## config.mk

```make
export PLATFORM = sky130hd
export DESIGN_NAME = wrgh_ctrl
export DESIGN_NICKNAME = d
export VERILOG_FILES = /design/src/hw/rtl/windowed_rgb_gray_histogram_unit_macros.svh /design/src/hw/rtl/wrgh_pkg.sv /design/src/hw/rtl/wrgh_ctrl.sv
export SDC_FILE = /design/constraint.sdc
export NUM_CORES = 1
export LEC_CHECK = 0
export BUFFER_PORTS_ARGS = -buffer_cell sky130_fd_sc_hd__buf_2
export CORE_MARGIN = 4
export CORE_UTILIZATION = 40
export CTS_CLUSTER_SIZE = 12
export DETAILED_ROUTE_END_ITERATION = 7
export GPL_TIMING_DRIVEN = 0
export PLACE_DENSITY_LB_ADDON = 0.3
export SLEW_MARGIN = 20
export SYNTH_ARGS = -nofsm -noshare
export SYNTH_HDL_FRONTEND = slang
export SYNTH_SLANG_ARGS = --single-unit
export TNS_END_PERCENT = 10
```

## constraint.sdc

```tcl
create_clock -name clk -period 2.3 [get_ports clk]
set_input_delay 0.46 -clock clk [delete_from_list [all_inputs] [get_ports clk]]
set_output_delay 0.46 -clock clk [all_outputs]
set_load 0.01 [all_outputs]
```

## src/hw/rtl/windowed_rgb_gray_histogram_unit_macros.svh

```systemverilog
// assertion macros for the windowed rgb/gray histogram unit
// used by files that assert; expects clk and rst_n in scope
`ifndef WINDOWED_RGB_GRAY_HISTOGRAM_UNIT_MACROS_SVH
`define WINDOWED_RGB_GRAY_HISTOGRAM_UNIT_MACROS_SVH
`ifndef NO_ASSERTIONS
`define WRGH_ASSERT_SAME(lbl, ante, cons) \
    lbl: assert property (@(posedge clk) disable iff (!rst_n) (ante) |-> (cons)) \
        else $error("assertion failed");
`define WRGH_ASSERT_NEXT(lbl, ante, cons) \
    lbl: assert property (@(posedge clk) disable iff (!rst_n) (ante) |=> (cons)) \
        else $error("assertion failed");
`else
`define WRGH_ASSERT_SAME(lbl, ante, cons)
`define WRGH_ASSERT_NEXT(lbl, ante, cons)
`endif
`endif

```

## src/hw/rtl/wrgh_pkg.sv

```systemverilog
// shared types and constants of the windowed rgb/gray histogram unit
// no dependencies
`default_nettype none
package wrgh_pkg;
    localparam int BINS      = 256;
    localparam int BIN_BITS  = 8;
    localparam int NORM_BITS = 16;
    localparam int OUT_BITS  = 22;
    localparam int LANES     = 4;
    localparam logic [OUT_BITS-1:0] OUT_MAX = 22'h3FFFFF;

    // floor(s/3) for s <= 765 as (s * 683) >> 11
    localparam logic [9:0] DIV3_MUL   = 10'd683;
    localparam int         DIV3_SHIFT = 11;

    localparam logic [1:0] MODE_PIXEL = 2'd0;
    localparam logic [1:0] MODE_READ  = 2'd1;
    localparam logic [1:0] MODE_CLEAR = 2'd2;

    localparam logic [1:0] CFG_GRAY_LOW   = 2'd0;
    localparam logic [1:0] CFG_GRAY_HIGH  = 2'd1;
    localparam logic [1:0] CFG_NORM_SCALE = 2'd2;

    localparam logic [7:0]  GRAY_LOW_RST   = 8'd20;
    localparam logic [7:0]  GRAY_HIGH_RST  = 8'd222;
    localparam logic [15:0] NORM_SCALE_RST = 16'd15000;

    typedef struct packed {
        logic capture;
        logic sweep_clr;
        logic mem_rd;
        logic rd_bin;
        logic pix_wr;
        logic ch_clr;
        logic mul_load;
        logic div_step;
        logic q_store;
        logic load_out;
    } cmd_t;

    typedef struct packed {
        logic sweep_last;
        logic div_last;
        logic ch_last;
        logic out_busy;
    } sts_t;
endpackage
`default_nettype wire

```

## src/hw/rtl/wrgh_ctrl.sv

```systemverilog
// controller state machine of the histogram unit
// depends on wrgh_pkg
`default_nettype none
module wrgh_ctrl (
    input  wire logic          clk,
    input  wire logic          rst_n,
    input  wire logic          in_valid,
    output logic               in_ready,
    input  wire logic [1:0]    mode,
    output wrgh_pkg::cmd_t     cmd,
    input  wire wrgh_pkg::sts_t sts
);
    import wrgh_pkg::*;

    typedef enum logic [8:0] {
        ST_CLEAR  = 9'b000000001,
        ST_IDLE   = 9'b000000010,
        ST_PIX_RD = 9'b000000100,
        ST_PIX_WR = 9'b000001000,
        ST_BIN_RD = 9'b000010000,
        ST_MUL    = 9'b000100000,
        ST_DIV    = 9'b001000000,
        ST_STORE  = 9'b010000000,
        ST_OUT    = 9'b100000000
    } state_t;

    state_t state_reg, state_next;

    assign in_ready = (state_reg == ST_IDLE);

    always_comb
    begin
        state_next = state_reg;
        cmd        = '0;
        case (state_reg)
            ST_CLEAR:
            begin
                cmd.sweep_clr = 1'b1;
                if (sts.sweep_last)
                    state_next = ST_IDLE;
            end
            ST_IDLE:
            begin
                if (in_valid)
                begin
                    cmd.capture = 1'b1;
                    case (mode)
                        MODE_PIXEL: state_next = ST_PIX_RD;
                        MODE_READ:  state_next = ST_BIN_RD;
                        MODE_CLEAR: state_next = ST_CLEAR;
                        default:    state_next = ST_IDLE;
                    endcase
                end
            end
            ST_PIX_RD:
            begin
                cmd.mem_rd = 1'b1;
                state_next = ST_PIX_WR;
            end
            ST_PIX_WR:
            begin
                cmd.pix_wr = 1'b1;
                state_next = ST_IDLE;
            end
            ST_BIN_RD:
            begin
                cmd.mem_rd = 1'b1;
                cmd.rd_bin = 1'b1;
                cmd.ch_clr = 1'b1;
                state_next = ST_MUL;
            end
            ST_MUL:
            begin
                cmd.mul_load = 1'b1;
                state_next   = ST_DIV;
            end
            ST_DIV:
            begin
                cmd.div_step = 1'b1;
                if (sts.div_last)
                    state_next = ST_STORE;
            end
            ST_STORE:
            begin
                cmd.q_store = 1'b1;
                state_next  = sts.ch_last ? ST_OUT : ST_MUL;
            end
            ST_OUT:
            begin
                if (!sts.out_busy)
                begin
                    cmd.load_out = 1'b1;
                    state_next   = ST_IDLE;
                end
            end
            default:
            begin
                state_next = ST_IDLE;
            end
        endcase
    end

    always_ff @(posedge clk or negedge rst_n)
    begin
        if (!rst_n)
            state_reg <= ST_CLEAR;
        else
            state_reg <= state_next;
    end
endmodule
`default_nettype wire

```

Word level (Yosys, flattened, before mapping)
Cells that the tools add are included.
Word-level totals
  input port bits: 9
  flip-flop bits (word level): 9
  output and inout port bits: 11
  logic and storage cells: 37
Cells by class
  equal/unequal tests: 15
  reductions and logical operators: 3
  mux-type cells: 18
Operators by type and width (count)
  $pmux 9 s8: 1
  $mux 9: 5
  $pmux 5 s3: 1
  $mux 1: 11
  $eq 9x1->1 const B: 1
  $eq 9x2->1 const B: 1
  $eq 9x3->1 const B: 1
  $eq 9x4->1 const B: 1
  $eq 9x5->1 const B: 1
  $eq 9x6->1 const B: 1
  $eq 9x7->1 const B: 1
  $eq 9x8->1 const B: 1
  $eq 9x9->1 const B: 1
  $ne 2x2->1 const B: 4
  $reduce_and 4->1: 1
  $eq 2x1->1 const B: 1
  $eq 2x2->1 const B: 1
  $logic_not 2->1: 1
  $reduce_or 2->1: 1

Logic depth before layout (Yosys ltp)
  word-level depth: 4
  depth in mapped cells: 6
  mapped depth without buffers: 5

Worst setup path before layout
Ideal clock, no wire load.
  kind: register to output
  start point: register state_reg[6]
  end point: output port cmd[6] (netlist bit)
  cell stages (with the launch flop): 5
  buffers on the path: 1
  arrival time: 1584 ps
  required time: 1840 ps
  slack: 256 ps
  cell sequence: dfrtp_1 or3_1 nor4b_2 and3b_1 buf_4
RTL lines
  start, declared: line wrgh_ctrl.sv:27  | state_t state_reg, state_next;
  start signal, assigned: line wrgh_ctrl.sv:108  | state_reg <= state_next;
  end, declared: line wrgh_ctrl.sv:10  | output wrgh_pkg::cmd_t cmd,

==> results.toml <==
[run_status]
status = "finished, violations left"
violations = "setup timing"

[final_layout]
largest_reg_flops = 9
final_cells = 115
nets = 109
diodes = 0
nFillCells = 132
drive_gt1_share_pct = 52.5
most-common-layout-cells = "buf_2, buf_4, nor2_1"
syn_to_final_growth_pct = 41.5
layout_commonest_cell = "buf_2"
fin_area_um2 = 892

[yosys]
synth_area_um2 = 631
ys_warn_count = 0
synth-seq-cells = 9
synth.distinct_cells = 38
synth_fp_nets = 77
yosysSeqAreaShare_pct = 35.9
netlist_instances = 68
syn_avg_cell_area_um2 = 9.27

[drt]
wire_per_inst_um = 15.0
postRouteAntennaNets = 0
via_count = 656
vias_per_cell = 5.70
drt-pass1-iter-count = 4
drtIter0Drc = 11
drc = 0
drt-total-wl_um = 1720

[sta]
timing.final.ws_setup_ns = -0.0496
slew_viol_final = 0
rsz0062_at_grt = "true"
period_share_pct = 102
worstMarginPinSlew_ns = 0.439
setup_viol = 3
slew_headroom_pct = 70.5
hold_viol_final = 0
fin_skew_ns = 0.00213
period_minus_slack_ns = 2.35
clock.fmax_ghz = 0.426

[clock_network]
cts_buffers = 3
ctsHoldBuffers = 0
clk_path_buf_depth = 2
cts.clk_slew.worst_paths_ns = 0.07
cts_tree = "yes"
clock_latency_ns = 0.27
cts_max_level = 1
clk_root_buffer_cell = "clkbuf_4"
cts_sinks = 9

[pwr]
combPwrFrac_pct = 57.8
pwr_density_cell_nw_per_um2 = 906
p_leak_uw = 0.000432
ir_drop_uv = 520
p_int_uw = 496
power_uw = 808
p_seq_share_pct = 26.0
clock_power_share_pct = 16.2
switching_power_uw = 312
switching_share_pct = 38.6

[placed_design]
dp_cells = 103
dpl_cell_area_um2 = 746
gp_congestion = 0.812
io_buffers = 19
dpl.hpwl_um = 1150
place_ws_ns = 0.0998

[grt]
busiest_layer = "met2"
grt_pass1_wl_um = 2730
grt_pass1_vias = 611
grt_use_met2_pct = 28.5
grt_util_met1_pct = 22.0
grt_overflow = 0
met3_usage_pct = 3.38
antenna_found_initial = 0
grt_usage_pct = 17.2
grt_start_max_net_pins = 10

[floorplanning]
die_area_um2 = 2280
ios = 20
core-area_um2 = 1510
initial_utilization_pct = 41.9
die_h_um = 47.7
fp-row-count = 14
die_w_um = 47.7

[worst_setup_path]
cp_max_fo = 4
critPathKind = "reg2out"
cp-end-kind = "primary output"
crit_arrival_ns = 1.89
startpoint_type = "register"
reg2reg_depth = 7
cp_data_required_time_ns = 1.84

[job]
max-cap-violations = 0

[hold_path]
hp-class = "in2async"
## final cells by class
type / instances / area, um2 / area share [%]
Buffer: 3 / 22.5 / 2.52
Clock buffer: 4 / 26.3 / 2.95
Inverter: 2 / 7.51 / 0.842
Multi-Input combinational cell: 53 / 413 / 46.3
Sequential cell: 9 / 231 / 25.9
Tap cell: 16 / 20.0 / 2.24
Timing Repair Buffer: 28 / 171 / 19.2
## synth_stat cells (all sizes together)
cell type / instances / area share, %
dfrtp: 8 / 32
nor2: 7 / 4.2
nand2: 5 / 3.0
nor4: 5 / 6.0
buf: 3 / 3.8
nand2b: 3 / 3.0
nor3: 3 / 2.4
nor3b: 3 / 5.2
or2: 3 / 3.4
a31oi: 2 / 2.0
inv: 2 / 1.2
or3: 2 / 2.0
or3b: 2 / 2.8
a211oi: 1 / 1.2
a21o: 1 / 1.2
a221oi: 1 / 2.4
a311oi: 1 / 1.4
a32o: 1 / 1.6
and2: 1 / 0.99
and3b: 1 / 1.4
and4: 1 / 1.4
clkbuf: 1 / 0.59
dfstp: 1 / 4.2
nand3: 1 / 0.79
nand4b: 1 / 1.4
nor2b: 1 / 0.99
nor4b: 1 / 2.4
o211ai: 1 / 1.2
o21ai: 1 / 0.79
o31ai: 1 / 1.2
or4: 1 / 1.8
xnor2: 1 / 1.4
xor2: 1 / 1.4
## power groups by stage
stage	Clock [uW]	Combinational (uW)	Sequential, uW
after floorplan	0	257	199
after global placement	0	329	203
after detailed placement	0	339	204
after CTS	127	410	204
after global routing	140	512	211
final	131	467	210
## repair_timing
action                                  4_1_cts  5_1_grt
endpoints found under the hold margin         0        0
endpoints found under the setup margin        6        7
pin swaps                                     5        6
gates resized for setup                       5       10
buffers inserted                              7        2
## worst max-delay path, cell delays in order, from the launching register on
cell and delay [ns]:
dfrtp_2 0.45, or4_4 0.55, or2_4 0.28, nor3b_4 0.18, buf_2 0.16
## path summary, 6_finish.rpt
kind,slack [ns],from,end
min reg2reg,0.54,state_reg[3]$_DFFE_PN0P_,state_reg[3]$_DFFE_PN0P_
max reg2reg,0.16,state_reg[4]$_DFFE_PN0P_,state_reg[1]$_DFFE_PN0P_
max in group asynchronous,2.02,rst_n,state_reg[0]$_DFFE_PN1P_
min in group clk,0.35,sts[3],state_reg[0]$_DFFE_PN1P_
min,0.03,rst_n,state_reg[1]$_DFFE_PN0P_
max,-0.05,state_reg[4]$_DFFE_PN0P_,cmd[3]
## metrics by stage
step | TNS, ns | hold WS, ns | utilization, %
2_1_floorplan | 0 | 0.164 | -
3_3_place_gp | 0 | 0.325 | 49.5
3_5_place_dp | 0 | 0.324 | 49.5
4_1_cts | -0.0872 | 0.0460 | 55.6
5_1_grt | -0.483 | 0.0387 | 59.2
6_report | -0.100 | 0.0329 | 59.2
## routing by layer
metal / share of wire [%] / up-vias
met5: 0 / -
met4: 1.5 / 0
met3: 5.2 / 5
met2: 52 / 17
met1: 42 / 315
li1: - / 319
## cells by family (layout without fill, tap and decap cells)
kind of cell	Yosys count	in the layout	share of synthesized area (%)
compound gates	10	10	12.9
xor+xnor	2	2	2.78
buf+inv	6	37	5.55
flops	9	9	35.9
simple gates	41	41	42.9
(Power assumes the default switching activity.)
